--- config.mk ---
export PLATFORM = sky130hd
export DESIGN_NAME = base64_encoder_line_wrapped
export DESIGN_NICKNAME = d
export VERILOG_FILES = /design/src/sv/b64lw_pkg.sv /design/src/sv/b64lw_front.sv /design/src/sv/b64lw_queue.sv /design/src/sv/b64lw_back.sv /design/src/sv/base64_encoder_line_wrapped.sv
export SDC_FILE = /design/constraint.sdc
export NUM_CORES = 1
export LEC_CHECK = 0
export BUFFER_PORTS_ARGS = -buffer_cell sky130_fd_sc_hd__buf_4
export CELL_PAD_IN_SITES_DETAIL_PLACEMENT = 1
export CELL_PAD_IN_SITES_GLOBAL_PLACEMENT = 1
export CORE_AREA = 4 4 158 99
export CTS_CLUSTER_DIAMETER = 120
export DETAILED_ROUTE_END_ITERATION = 8
export DIE_AREA = 0 0 162 103
export MAX_ROUTING_LAYER = met4
export PLACE_DENSITY_LB_ADDON = 0.2
export SLEW_MARGIN = 40
export SYNTH_ARGS = -nofsm -noshare
export SYNTH_HDL_FRONTEND = slang
export SYNTH_SLANG_ARGS = --single-unit
--- constraint.sdc ---
create_clock -name clk -period 4.34 [get_ports clk]
set_clock_uncertainty 0.15 [all_clocks]
set_input_delay 0.651 -clock clk [delete_from_list [all_inputs] [get_ports clk]]
set_output_delay 0.651 -clock clk [all_outputs]
set_load 0.05 [all_outputs]
--- src/sv/b64lw_pkg.sv ---
// ----------------------------------------------------------------------------
// b64lw_pkg
// Shared types, character codes and the base64 symbol table for the
// line-wrapped base64 encoder.
// ----------------------------------------------------------------------------
package b64lw_pkg;

    localparam int unsigned BYTE_W  = 8;
    localparam int unsigned SYM_W   = 6;
    localparam int unsigned LINE_W  = 8;
    localparam int unsigned GROUP_CHARS = 4;
    localparam int unsigned IDX_W   = 3;

    localparam logic [BYTE_W-1:0] CHAR_PAD = 8'd61;   // '='
    localparam logic [BYTE_W-1:0] CHAR_NL  = 8'd10;   // newline
    localparam logic [LINE_W-1:0] MAX_LINE_RESET = 8'd76;
    localparam logic [LINE_W-1:0] GROUP_STEP = 8'd4;

    // One encoded group as it waits for the back end: four characters, first
    // in the lowest byte, plus whether a newline follows and whether it ends
    // the message.
    typedef struct packed {
        logic                              fin;
        logic                              wrap;
        logic [GROUP_CHARS*BYTE_W-1:0]     chars;
    } b64lw_group_t;

    // Standard alphabet A-Z a-z 0-9 + /
    function automatic logic [BYTE_W-1:0] b64_sym(input logic [SYM_W-1:0] v);
        logic [BYTE_W-1:0] ch;
        begin
            if (v < 6'd26)
            begin
                ch = 8'd65 + {2'b00, v};
            end
            else if (v < 6'd52)
            begin
                ch = 8'd71 + {2'b00, v};
            end
            else if (v < 6'd62)
            begin
                ch = {2'b00, v} - 8'd4;
            end
            else if (v == 6'd62)
            begin
                ch = 8'd43;
            end
            else
            begin
                ch = 8'd47;
            end
            return ch;
        end
    endfunction

endpackage

--- src/sv/b64lw_front.sv ---
// ----------------------------------------------------------------------------
// b64lw_front
// Byte intake: hold pending bytes, build each group's four characters and
// decide the line wrap, then push the group to the queue.
// ----------------------------------------------------------------------------
module b64lw_front (
    input  logic                         clk,
    input  logic                         rst_n,
    input  logic                         in_valid,
    output logic                         in_ready,
    input  logic [7:0]                   data_byte,
    input  logic                         final_byte,
    input  logic [7:0]                   max_line_chars,
    input  logic                         q_full,
    output logic                         q_push,
    output b64lw_pkg::b64lw_group_t      q_group
);
    import b64lw_pkg::*;

    logic [15:0]       held_reg, held_next;
    logic [1:0]        cnt_reg, cnt_next;
    logic [LINE_W-1:0] line_reg, line_next;

    logic              accept;
    logic              group_done;
    logic [7:0]        b0, b1, b2;
    logic [LINE_W-1:0] line_inc;
    logic              wrap;
    logic [BYTE_W-1:0] c0, c1, c2, c3;

    assign in_ready   = !q_full;
    assign accept     = in_valid && in_ready;
    assign group_done = (cnt_reg == 2'd2) || (cnt_reg == 2'd3) || final_byte;
    assign q_push     = accept && group_done;

    always_comb
    begin
        case (cnt_reg)
            2'd0:
            begin
                b0 = data_byte;
                b1 = 8'd0;
                b2 = 8'd0;
            end
            2'd1:
            begin
                b0 = held_reg[15:8];
                b1 = data_byte;
                b2 = 8'd0;
            end
            default:
            begin
                b0 = held_reg[15:8];
                b1 = held_reg[7:0];
                b2 = data_byte;
            end
        endcase
    end

    // Pad slots follow the group size: one byte leaves two pads, two leave one.
    always_comb
    begin
        c0 = b64_sym(b0[7:2]);
        c1 = b64_sym({b0[1:0], b1[7:4]});
        c2 = (cnt_reg == 2'd0) ? CHAR_PAD : b64_sym({b1[3:0], b2[7:6]});
        c3 = ((cnt_reg == 2'd0) || (cnt_reg == 2'd1)) ? CHAR_PAD : b64_sym(b2[5:0]);
    end

    assign line_inc = line_reg + GROUP_STEP;
    assign wrap     = ({1'b0, line_inc} + {1'b0, GROUP_STEP}) > {1'b0, max_line_chars};

    assign q_group.chars = {c3, c2, c1, c0};
    assign q_group.wrap  = wrap;
    assign q_group.fin   = final_byte;

    always_comb
    begin
        held_next = held_reg;
        cnt_next  = cnt_reg;
        line_next = line_reg;
        if (accept)
        begin
            if (group_done)
            begin
                held_next = 16'd0;
                cnt_next  = 2'd0;
                line_next = (wrap || final_byte) ? '0 : line_inc;
            end
            else if (cnt_reg == 2'd0)
            begin
                held_next = {data_byte, 8'd0};
                cnt_next  = 2'd1;
            end
            else
            begin
                held_next = {held_reg[15:8], data_byte};
                cnt_next  = 2'd2;
            end
        end
    end

    always_ff @(posedge clk or negedge rst_n)
    begin
        if (!rst_n)
        begin
            held_reg <= '0;
            cnt_reg  <= '0;
            line_reg <= '0;
        end
        else
        begin
            held_reg <= held_next;
            cnt_reg  <= cnt_next;
            line_reg <= line_next;
        end
    end

endmodule

--- src/sv/b64lw_queue.sv ---
// ----------------------------------------------------------------------------
// b64lw_queue
// Two-entry queue of encoded groups between the intake and the serializer.
// ----------------------------------------------------------------------------
module b64lw_queue (
    input  logic                         clk,
    input  logic                         rst_n,
    input  logic                         push,
    input  b64lw_pkg::b64lw_group_t      push_group,
    output logic                         full,
    input  logic                         pop,
    output logic                         empty,
    output b64lw_pkg::b64lw_group_t      head
);
    import b64lw_pkg::*;

    b64lw_group_t slot_reg [2];
    logic         wr_ptr_reg, wr_ptr_next;
    logic         rd_ptr_reg, rd_ptr_next;
    logic [1:0]   count_reg, count_next;

    assign full  = (count_reg == 2'd2);
    assign empty = (count_reg == 2'd0);
    assign head  = slot_reg[rd_ptr_reg];

    always_comb
    begin
        wr_ptr_next = push ? !wr_ptr_reg : wr_ptr_reg;
        rd_ptr_next = pop  ? !rd_ptr_reg : rd_ptr_reg;
        count_next  = count_reg + {1'b0, push} - {1'b0, pop};
    end

    always_ff @(posedge clk)
    begin
        if (push)
        begin
            slot_reg[wr_ptr_reg] <= push_group;
        end
    end

    always_ff @(posedge clk or negedge rst_n)
    begin
        if (!rst_n)
        begin
            wr_ptr_reg <= 1'b0;
            rd_ptr_reg <= 1'b0;
            count_reg  <= '0;
        end
        else
        begin
            wr_ptr_reg <= wr_ptr_next;
            rd_ptr_reg <= rd_ptr_next;
            count_reg  <= count_next;
        end
    end

endmodule

--- src/sv/b64lw_back.sv ---
// ----------------------------------------------------------------------------
// b64lw_back
// Serializer: step through the head group one character per word, append
// the newline on a wrap, and hold the word in the output register.
// ----------------------------------------------------------------------------
module b64lw_back (
    input  logic                         clk,
    input  logic                         rst_n,
    input  logic                         q_empty,
    input  b64lw_pkg::b64lw_group_t      q_head,
    output logic                         q_pop,
    output logic                         out_valid,
    input  logic                         out_ready,
    output logic [7:0]                   out_char,
    output logic                         run_last,
    output logic                         message_end
);
    import b64lw_pkg::*;

    logic [IDX_W-1:0]  idx_reg, idx_next;
    logic              valid_reg, valid_next;
    logic [BYTE_W-1:0] char_reg;
    logic              last_reg;
    logic              end_reg;

    logic              load;
    logic              is_last;
    logic [BYTE_W-1:0] sel_char;

    assign load    = !q_empty && (!valid_reg || out_ready);
    assign is_last = q_head.wrap ? (idx_reg == 3'd4) : (idx_reg == 3'd3);
    assign q_pop   = load && is_last;

    always_comb
    begin
        case (idx_reg)
            3'd0:    sel_char = q_head.chars[7:0];
            3'd1:    sel_char = q_head.chars[15:8];
            3'd2:    sel_char = q_head.chars[23:16];
            3'd3:    sel_char = q_head.chars[31:24];
            default: sel_char = CHAR_NL;
        endcase
    end

    always_comb
    begin
        idx_next   = idx_reg;
        valid_next = valid_reg;
        if (load)
        begin
            valid_next = 1'b1;
            idx_next   = is_last ? '0 : idx_reg + 3'd1;
        end
        else if (out_ready)
        begin
            valid_next = 1'b0;
        end
    end

    always_ff @(posedge clk)
    begin
        if (load)
        begin
            char_reg <= sel_char;
            last_reg <= is_last;
            end_reg  <= is_last && q_head.fin;
        end
    end

    always_ff @(posedge clk or negedge rst_n)
    begin
        if (!rst_n)
        begin
            idx_reg   <= '0;
            valid_reg <= 1'b0;
        end
        else
        begin
            idx_reg   <= idx_next;
            valid_reg <= valid_next;
        end
    end

    assign out_valid   = valid_reg;
    assign out_char    = char_reg;
    assign run_last    = last_reg;
    assign message_end = end_reg;

endmodule

--- src/sv/base64_encoder_line_wrapped.sv ---
// ----------------------------------------------------------------------------
// base64_encoder_line_wrapped
// Streaming base64 encoder with line wrapping.
//
// Message bytes enter one word at a time on s_axis, tlast on the last byte
// of a message. Every three bytes (or the shorter final group, zero-filled
// and padded with '=') leave as four characters of the standard alphabet on
// m_axis, one character per word, followed by a newline when the line count
// plus four would exceed max_line_chars (reset 76, written on the cfg port
// while the block is idle; the user is bound to this, the block does not
// enforce it). The output register is paid for once per word, so the
// sustained rate is one output character per cycle while a group is queued
// and m_axis_tready is high. The intake takes one byte per cycle as long as
// the two-entry group queue has room, so bytes that only fill the pending
// group go in back to back while earlier groups are still draining. The
// group a byte closes is queued before its first character is registered.
// ----------------------------------------------------------------------------
module base64_encoder_line_wrapped (
    input  logic       clk,
    input  logic       rst_n,
    // input stream
    input  logic       s_axis_tvalid,
    output logic       s_axis_tready,
    input  logic [7:0] s_axis_tdata,   // [7:0] data_byte
    input  logic       s_axis_tlast,   // final_byte
    // output stream
    output logic       m_axis_tvalid,
    input  logic       m_axis_tready,
    output logic [7:0] m_axis_tdata,   // [7:0] out_char
    output logic       m_axis_tuser,   // run_last
    output logic       m_axis_tlast,   // message_end
    // configuration write
    input  logic       cfg_valid,
    output logic       cfg_ready,
    input  logic [7:0] cfg_data        // [7:0] max_line_chars
);
    import b64lw_pkg::*;

    logic [LINE_W-1:0] max_line_reg;
    b64lw_group_t      push_group;
    b64lw_group_t      head_group;
    logic              q_push;
    logic              q_pop;
    logic              q_full;
    logic              q_empty;

    // Always take config words; the limit only matters when a group closes.
    assign cfg_ready = 1'b1;

    always_ff @(posedge clk or negedge rst_n)
    begin
        if (!rst_n)
        begin
            max_line_reg <= MAX_LINE_RESET;
        end
        else if (cfg_valid && cfg_ready)
        begin
            max_line_reg <= cfg_data;
        end
    end

    // Front end: collect bytes, encode the group, decide the wrap.
    b64lw_front u_front (
        .clk            (clk),
        .rst_n          (rst_n),
        .in_valid       (s_axis_tvalid),
        .in_ready       (s_axis_tready),
        .data_byte      (s_axis_tdata),
        .final_byte     (s_axis_tlast),
        .max_line_chars (max_line_reg),
        .q_full         (q_full),
        .q_push         (q_push),
        .q_group        (push_group)
    );

    // Decouple intake from character output.
    b64lw_queue u_queue (
        .clk        (clk),
        .rst_n      (rst_n),
        .push       (q_push),
        .push_group (push_group),
        .full       (q_full),
        .pop        (q_pop),
        .empty      (q_empty),
        .head       (head_group)
    );

    // Back end: serialize one character per word into the output register.
    b64lw_back u_back (
        .clk         (clk),
        .rst_n       (rst_n),
        .q_empty     (q_empty),
        .q_head      (head_group),
        .q_pop       (q_pop),
        .out_valid   (m_axis_tvalid),
        .out_ready   (m_axis_tready),
        .out_char    (m_axis_tdata),
        .run_last    (m_axis_tuser),
        .message_end (m_axis_tlast)
    );

`ifndef SYNTH
    // Never push a group into a full queue.
    assert property (@(posedge clk) disable iff (!rst_n) !(q_push && q_full))
        else $error("group pushed into full queue");

    // Never pop an empty queue.
    assert property (@(posedge clk) disable iff (!rst_n) !(q_pop && q_empty))
        else $error("group popped from empty queue");

    // The end of a message is always the last word of its group.
    assert property (@(posedge clk) disable iff (!rst_n)
        (m_axis_tvalid && m_axis_tlast) |-> m_axis_tuser)
        else $error("message end not on the last word of a group");
`endif

endmodule
### Yosys cells after proc, flatten, opt, wreduce, memory -nomap -nowiden

Memory sizes are Yosys's and may differ from the RTL's.
Cells that the tools add are included.

| storage, ports and cells | value |
|---|---|
| register bits after elaboration | 52 |
| memory bits (writable) | 68 |
| input port bits | 22 |
| output and inout bits | 13 |
| logic and storage cells | 112 |
| memories | 1 |

Memories:

| name | words | bits a word | read ports | clocked after memory_dff | write ports | RTL line | source |
|---|---|---|---|---|---|---|---|
| u_queue.slot_reg | 2 | 34 | 1 | 0 | 1 | b64lw_queue.sv:17 | `b64lw_group_t slot_reg [2];` |

| cells by class | value |
|---|---|
| add/subtract/negate cells | 17 |
| order comparisons | 13 |
| equality and inequality tests | 12 |
| mux-type cells | 33 |
| reduce and logical (&&, ||, !) cells | 23 |

Operator list:

| kind | count |
|---|---|
| $mux 8 | 17 |
| $add 7x6->8 const A | 8 |
| $lt 6x6->1 const B | 8 |
| $mux 16 | 2 |
| $pmux 8 s4 | 1 |
| $sub 6x3->7 const B | 4 |
| $eq 6x6->1 const B | 4 |
| $lt 6x5->1 const B | 4 |
| $pmux 8 s2 | 1 |
| $mux 3 | 5 |
| $add 8x3->9 const B | 1 |
| $gt 9x8->1 | 1 |
| $add 8x3->8 const B | 1 |
| $eq 2x2->1 const B | 3 |
| $eq 3x2->1 const B | 2 |
| $logic_and 1x1->1 | 5 |
| $logic_not 1->1 | 5 |
| $logic_or 1x1->1 | 5 |
| $mux 1 | 5 |
| $logic_not 2->1 | 2 |
| $mux 2 | 2 |
| $reduce_and 2->1 | 2 |
| $reduce_bool 2->1 | 2 |
| $add 3x1->3 const B | 1 |
| other kinds (7) | 7 |

### Logic depth before layout (Yosys ltp)

Gate-level depths: netlist (run 1).

| depth | value |
|---|---|
| word-level depth | 9 |
| mapped depth | 12 |
| depth with buffers taken out | 11 |

### Hierarchy

Synthesis (run 1) repeated with hierarchy kept, for this count alone.

| unflattened totals | value |
|---|---|
| cells, all modules | 654 |
| area total of the unflattened synthesis | 7329.5 µm² |

Modules (own cells, without submodules):

| module | times used | cells each | area an instance (µm²) |
|---|---|---|---|
| b64lw_front | 1 | 445 | 3373.2 |
| b64lw_queue | 1 | 121 | 2801.4 |
| b64lw_back | 1 | 69 | 808.3 |
| base64_encoder_line_wrapped | 1 | 19 | 346.6 |

### Least setup slack after synthesis (run 1)

No wires, ideal clock.

| timing | value |
|---|---|
| path kind | reg2reg |
| from | register u_queue.count_reg[0] |
| to | memory u_queue.slot_reg[0][0] in the netlist's numbering, enable pin |
| setup time | 0.425 ns |
| data arrival time | 3.164 ns |
| data required time | 3.765 ns |
| setup slack | 0.601 ns |
| cell stages (with the launch flop) | 7 |
| path buffers | 2 |
| cells stage by stage | dfrtp_1 > nand2b_1 > nand2_1 > or2_2 > clkbuf_1 > clkbuf_1 > nor2_1 |

| on the way | value |
|---|---|
| longest elaborated chain between the ends | 6 |

Ends and longest elaborated chain:

| item | RTL line | source |
|---|---|---|
| start, declared | b64lw_queue.sv:20 | `logic [1:0] count_reg, count_next;` |
| start signal, assigned | b64lw_queue.sv:53 | `count_reg <= count_next;` |
| $eq 2x2->1 | b64lw_queue.sv:22 | `assign full = (count_reg == 2'd2);` |
| $logic_not 1->1 | b64lw_front.sv:31 | `assign in_ready = !q_full;` |
| via s_axis_tready | base64_encoder_line_wrapped.sv:23 | `output logic s_axis_tready,` |
| $logic_and 1x1->1 | b64lw_front.sv:32 | `assign accept = in_valid && in_ready;` |
| $logic_and 1x1->1 | b64lw_front.sv:34 | `assign q_push = accept && group_done;` |
| $mux 1 | b64lw_queue.sv:35 | `if (push)` |
| $mux 1 (implied by the code) | b64lw_queue.sv:37 | `slot_reg[wr_ptr_reg] <= push_group;` |
| end, declared | b64lw_queue.sv:17 |  |

The timed path passes the listed nets, and every way through them passes these cells.

==> results of run 1 <==
==> where the power goes <==
group	switching (µW)	internal [µW]
registers	186	1650
logic	1650	916
clock network	562	743
==> cells in the final DEF, fill, tap and decap left out, types with 4 or more instances in the layout <==
cell type / synthesis / layout
buf_4: 2 / 40
inv_6: 0 / 5
a222oi_1: 4 / 4
xnor2_1: 11 / 11
nor2_1: 32 / 30
a22o_1: 22 / 22
ha_1: 39 / 39
o21a_1: 6 / 6
a21o_1: 6 / 6
dfrtp_1: 37 / 37
nand2_1: 52 / 52
and2_1: 5 / 5
a221oi_1: 7 / 7
nand4b_1: 4 / 4
nand3_1: 15 / 15
nor3_1: 7 / 7
o31ai_1: 6 / 6
or3_1: 5 / 5
a21oi_1: 31 / 31
a22oi_1: 19 / 19
mux2_2: 28 / 28
a31oi_1: 4 / 4
o211ai_1: 4 / 4
o21ai_0: 25 / 25
mux2i_1: 9 / 8
nand4_1: 4 / 4
nand2b_1: 5 / 5
edfxtp_1: 78 / 78
a211oi_1: 5 / 5
and3_1: 6 / 6
xor2_1: 12 / 12
inv_1: 39 / 39
clkbuf_16: 0 / 17
nor2b_1: 9 / 9
clkinvlp_4: 0 / 6
==> stage by stage <==
stage | std cells | total power [µW] | util, % | hold slack (ns) | cell area (µm²)
6_report | 859 | 5700 | 54.5 | 0.0582 | 7750
5_1_grt | 859 | 6040 | 54.5 | 0.0942 | 7750
4_1_cts | 859 | 5710 | 54.5 | 0.0787 | 7750
3_5_place_dp | 827 | 4370 | 50.7 | 0.352 | 7200
3_3_place_gp | 827 | 4240 | 50.7 | 0.334 | 7200
2_1_floorplan | 620 | 3640 | - | 0.205 | 6810
==> worst min-delay path by stage <==
stage | depth (start not counted) | from | end
after global placement | 2 | u_back.out_valid | u_back.out_valid
after global routing | 1 | rst_n | u_back.idx_reg[0]
after CTS | 1 | rst_n | u_back.idx_reg[2]
after detailed placement | 1 | max_line_reg[0] | max_line_reg[0]
after floorplan | 0 | rst_n | max_line_reg[0]
final | 1 | rst_n | u_back.idx_reg[2]
==> cell type report <==
cell class                      count  area (µm²)
Sequential cell                   118        3350
Inverter                           41         154
Clock buffer                       18         429
Timing Repair Buffer               40         300
Tap cell                          198         248
Clock inverter                     14         118
Fill cell                        1548        6460
Multi-Input combinational cell    430        3150
==> per-layer routing <==
metal | part of all wire (%) | routed length [µm] | vias to the layer above
met5 | 0 | 0 | -
met4 | 0.21 | 40 | 0
met1 | 50 | 9570 | 2618
met2 | 44 | 8360 | 134
met3 | 6.1 | 1160 | 2
li1 | - | - | 2363
==> cells by family after synthesis <==
logic type                 Yosys count
adders and majority gates           39
buffers and inverters               72
muxes                               40
DFF                                118
and+or+nand+nor                    164
xor gates and xnor gates            23
AOI/OAI and AO/OA                  163
other                                1
==> impl_metrics.yaml, run 1 <==
detailed_routing:
  drt-total-wl_mm: 19.1
  drcViolationCount: 0
  wl_per_cell_um: 22.3
  dr.pass1.iters: 4
  drtAntennaViolNets: 0
  vias: 5117
  avgViaCountPerCell: 5.96
  drtIter0Drc: 395
critical_path:
  required_ns: 4.42
  cp_max_fo: 27
  rr_endpoint: "u_queue.slot_reg[1][11]"
  crit_arrival_ns: 3.64
  r2r_start: "u_front.cnt_reg[1]"
  crit_path_end_kind: "register"
  start_kind: "register"
  critPathBufInv: 2
  critical_path_class: "register to register"
  slowest_stage: "o32ai_1"
  cp_cell_sequence: "buf_4 -> nor2b_1 -> a22oi_1 -> inv_1 -> ha_1 -> and3_1 -> o32ai_1 -> a21oi_1 -> a221oi_1 -> a2bb2oi_1"
  path_delay_family: "compound AO/OA/AOI/OAI gates"
  r2r_setup_slack_ns: 0.78
  path_depth: 10
  r2r_cells: 10
  crit_start: "u_front.cnt_reg[1]"
  endpoint: "u_queue.slot_reg[1][11]"
  cpPeakStageDelay_ns: 0.63
global_route:
  grt_pass1_vias: 5265
  grt.overflow.total: 0
  grt_util_met3_pct: 5.95
  grt_use_total_pct: 24.6
  grt_pass1_wl_mm: 30.5
  met2_usage_pct: 35.4
  grt_start_max_net_pins: 41
  grt_antenna_before_repair: 0
  met1_usage_pct: 35.6
  gr-max-usage-layer: "met1"
clock_network:
  clk_pin_slew_ns: 0.06
  post_cts_resized: 0
  h-tree-depth: 4
  cts_hold_buf: 0
  post_cts_buffers: 0
  cts_made_buffers: 17
  insertion_delay_ns: 0.41
  cts_tree: "yes"
  clkSinkCount: 118
  clockBufferDepth: 2
  cts_root_buf: "clkbuf_16"
logic_synthesis:
  yosys-mux-area-fraction_pct: 6.81
  ys_top_cells_by_area: "edfxtp_1, dfrtp_1, ha_1, mux2_2, nand2_1"
  yosys.area.top_type_share_pct: 34.4
  synth_ff_type: "edfxtp_1"
  avgSynthCellArea_um2: 11.0
  yosys-top-cells-count: "edfxtp_1, nand2_1, ha_1, inv_1, dfrtp_1"
  syn_area_um2: 6810
  yosysSeqAreaShare_pct: 49.1
  synth_adder_area_share_pct: 7.16
  synth_top_family_by_area: "compound AO/OA/AOI/OAI gates"
  synth_edf_count: 78
  synth_warnings: 0
  synthArstFlopShare_pct: 33.9
  yosys.area.top_type: "edfxtp_1"
  synth_nets: 681
  yosys.area_share.simple_pct: 12.2
  synth_xor_area_share_pct: 2.96
  synth-compound-area-share_pct: 17.0
  synth.ff_latch_count: 118
  netlist-cell-type-count: 71
  yosysMostFrequentCell: "edfxtp_1"
  syn_inst: 620
placed_design:
  io_buffers: 33
  dp_hpwl_mm: 13.6
  place_congestion: 0.870
  pre_cts_slack_ns: 0.788
timing:
  grt_setup_unrepaired: "false"
  setup_violations: 0
  slew_viol_final: 0
  tns_ns: 0
  max_freq_mhz: 281
  finalCritPeriodShare_pct: 81.9
  tightest_slew_ns: 0.794
  relSlewSlack_pct: 46.5
  fin_ws_ns: 0.784
  period_needed_ns: 3.56
  hold_viol_final: 0
die:
  dieArea_um2: 16700
  rows: 34
  io_pins: 35
  die_width_um: 162
  die_y_um: 103
  start_util_pct: 47.9
  core_um2: 14200
cells_and_area:
  diodes: 0
  layout-drive-gt1-share_pct: 17.7
  area_growth_pct: 13.7
  nets: 709
  largest_reg_flops: 68
status:
  status: "finished clean"
power_and_ir_drop:
  p_leak_uw: 0.00318
  pwr_density_cell_nw_per_um2: 736
  vdd_drop_max_v: 0.000328
flow_run:
  cap_viol_max_count: 0
worst_hold_path:
  min_path_type: "input pin to async pin"
Power figures use the tool's default switching activity.
==> run 2, diff against run 1 <==
Settings changed: ABC_AREA set to 1.
Clock period 4.34 ns to 3.4 ns, I/O delays scaled along.
==> impl_metrics.yaml, run 2 <==
cells_and_area:
  largest_reg_flops: 68
  diodes: 0
  area_growth_pct: 16.4
  layout-drive-gt1-share_pct: 13.3
  nets: 859
  fin_cells: 1009
  mostFrequentLayoutCells: "nand2_1, inv_1, nor2_1"
  final_common_cell: "nand2_1"
  final_core_util_pct: 54.7
clock_network:
  post_cts_buffers: 0
  cts_root_buf: "clkbuf_16"
  post_cts_resized: 0
  clkSinkCount: 118
  h-tree-depth: 4
  cts_tree: "yes"
  clk_pin_slew_ns: 0.06
  cts_made_buffers: 17
  insertion_delay_ns: 0.42
  clockBufferDepth: 2
  cts_hold_buf: 1
power_and_ir_drop:
  vdd_drop_max_v: 0.000368
  p_leak_uw: 0.00346
  pwr_density_cell_nw_per_um2: 962
logic_synthesis:
  yosys.area.top_type_share_pct: 35.1
  yosysSeqAreaShare_pct: 50.1
  synth_ff_type: "edfxtp_1"
  yosys-top-cells-count: "nand2_1, inv_1, nor2_1, edfxtp_1, o21ai_0"
  synth_warnings: 0
  yosysMostFrequentCell: "nand2_1"
  synth.ff_latch_count: 118
  synthArstFlopShare_pct: 33.9
  yosys.area.top_type: "edfxtp_1"
  ys_top_cells_by_area: "edfxtp_1, dfrtp_1, nand2_1, ha_1, inv_1"
  synth_edf_count: 78
  syn_inst: 749
  synth_nets: 810
  netlist-cell-type-count: 46
  avgSynthCellArea_um2: 8.92
  syn_area_um2: 6680
die:
  start_util_pct: 47.0
  die_y_um: 103
  dieArea_um2: 16700
  core_um2: 14200
  die_width_um: 162
  rows: 34
  io_pins: 35
global_route:
  grt_use_total_pct: 25.7
  grt.overflow.total: 0
  grt_start_max_net_pins: 41
  grt_pass1_vias: 5685
  grt_antenna_before_repair: 0
  grt_pass1_wl_mm: 31.7
timing:
  tightest_slew_ns: 0.715
  max_freq_mhz: 344
  relSlewSlack_pct: 52.0
  hold_ws_ns: 0.131
  grt_setup_unrepaired: "false"
  period_needed_ns: 2.91
  finalCritPeriodShare_pct: 85.5
  hold_viol_final: 0
  setup_violations: 0
  slew_viol_final: 0
flow_run:
  cap_viol_max_count: 0
critical_path:
  crit_arrival_ns: 2.91
  critical_path_class: "register to register"
  r2r_cells: 11
  start_kind: "register"
  cp_max_fo: 8
  required_ns: 3.40
  crit_path_end_kind: "register"
detailed_routing:
  drtIter0Drc: 449
  wl_per_cell_um: 19.3
  avgViaCountPerCell: 5.39
  drtAntennaViolNets: 0
  drt-total-wl_mm: 19.5
  dr.pass1.iters: 4
  vias: 5440
  drcViolationCount: 0
worst_hold_path:
  holdPathStages: 2
  min_path_type: "input pin to register"
placed_design:
  io_buffers: 33
  placed_cells: 976
  place_congestion: 0.924
  dp_hpwl_mm: 14.4
status:
  status: "finished clean"
## run 2: cell count changes in the layout (fill, tap and decap cells not counted), sizes merged, moves of 18 or more
cell and delta:
inv +57, mux2 -27, nand2 +101, nand3 +21
a22oi -18, nor2 +64, o21ai +53, a22o -22
## run 2: where the power goes
group          switching, µW  internal (µW)  total [µW]
Combinational           2420            974        3390
Clock                    739           1020        1760
Sequential               170           2160        2330
Total                   3330           4150        7480
## run 2: critical path: stages (launching register included)
cell and delay, ns:
dfrtp_1 0.48, ha_1 0.28, xnor2_1 0.18, nor3_1 0.34, xor2_1 0.18, inv_1 0.06
ha_1 0.28, a21o_1 0.18, a21oi_1 0.11, nand2_1 0.07, nand2_1 0.21, nand2_1 0.12
## run 2: final timing paths
path,to,slack (ns),startpoint
worst min-delay path,u_back.out_valid,0.13,m_axis_tready
worst min register to register,u_front.held_reg[0],0.34,u_front.held_reg[0]
worst max register to register,u_queue.slot_reg[0][32],0.49,u_front.line_reg[2]
min in group asynchronous,max_line_reg[7],0.48,rst_n
worst max-delay path,u_queue.slot_reg[0][32],0.49,u_front.line_reg[2]
max in group asynchronous,u_front.held_reg[8],2.24,rst_n
## run 2: kinds of logic (layout without fill, tap and decap cells)
logic type	after synthesis	in the layout	share of synthesized area, %
AOI/OAI and AO/OA	134	134	12.0
xor gates and xnor gates	30	30	3.93
adders and majority gates	39	39	7.31
buffers and inverters	113	175	6.58
DFF	118	118	50.1
muxes	2	2	0.318
other	1	1	0.0561
and+or+nand+nor	312	312	19.7
## run 2: area by class of cell
cell class	count	area, µm²
Multi-Input combinational cell	518	2900
Tap cell	198	248
Fill cell	1705	6440
Inverter	99	372
Timing Repair Buffer	44	333
Sequential cell	118	3350
Clock inverter	15	145
Clock buffer	17	425
## run 2: metrics by stage
step	setup TNS (ns)	total power [µW]	area [µm²]	worst slack, ns
finish	0	7480	7770	0.494
global route	0	8000	7770	0.274
CTS	0	7490	7770	0.511
detailed placement	0	5710	7190	0.525
global placement	0	5520	7190	0.635
floorplan	-6.29	4600	6680	-0.0925
## run 2: per-layer routing
| layer | wire length [µm] | vias up | track usage, % |
|---|---|---|---|
| met1 | 9770 | 2663 | 36.4 |
| met4 | 190 | 0 | 4.74 |
| met3 | 998 | 19 | 5.55 |
| met5 | 0 | - | - |
| li1 | - | 2615 | - |
| met2 | 8530 | 143 | 38.9 |
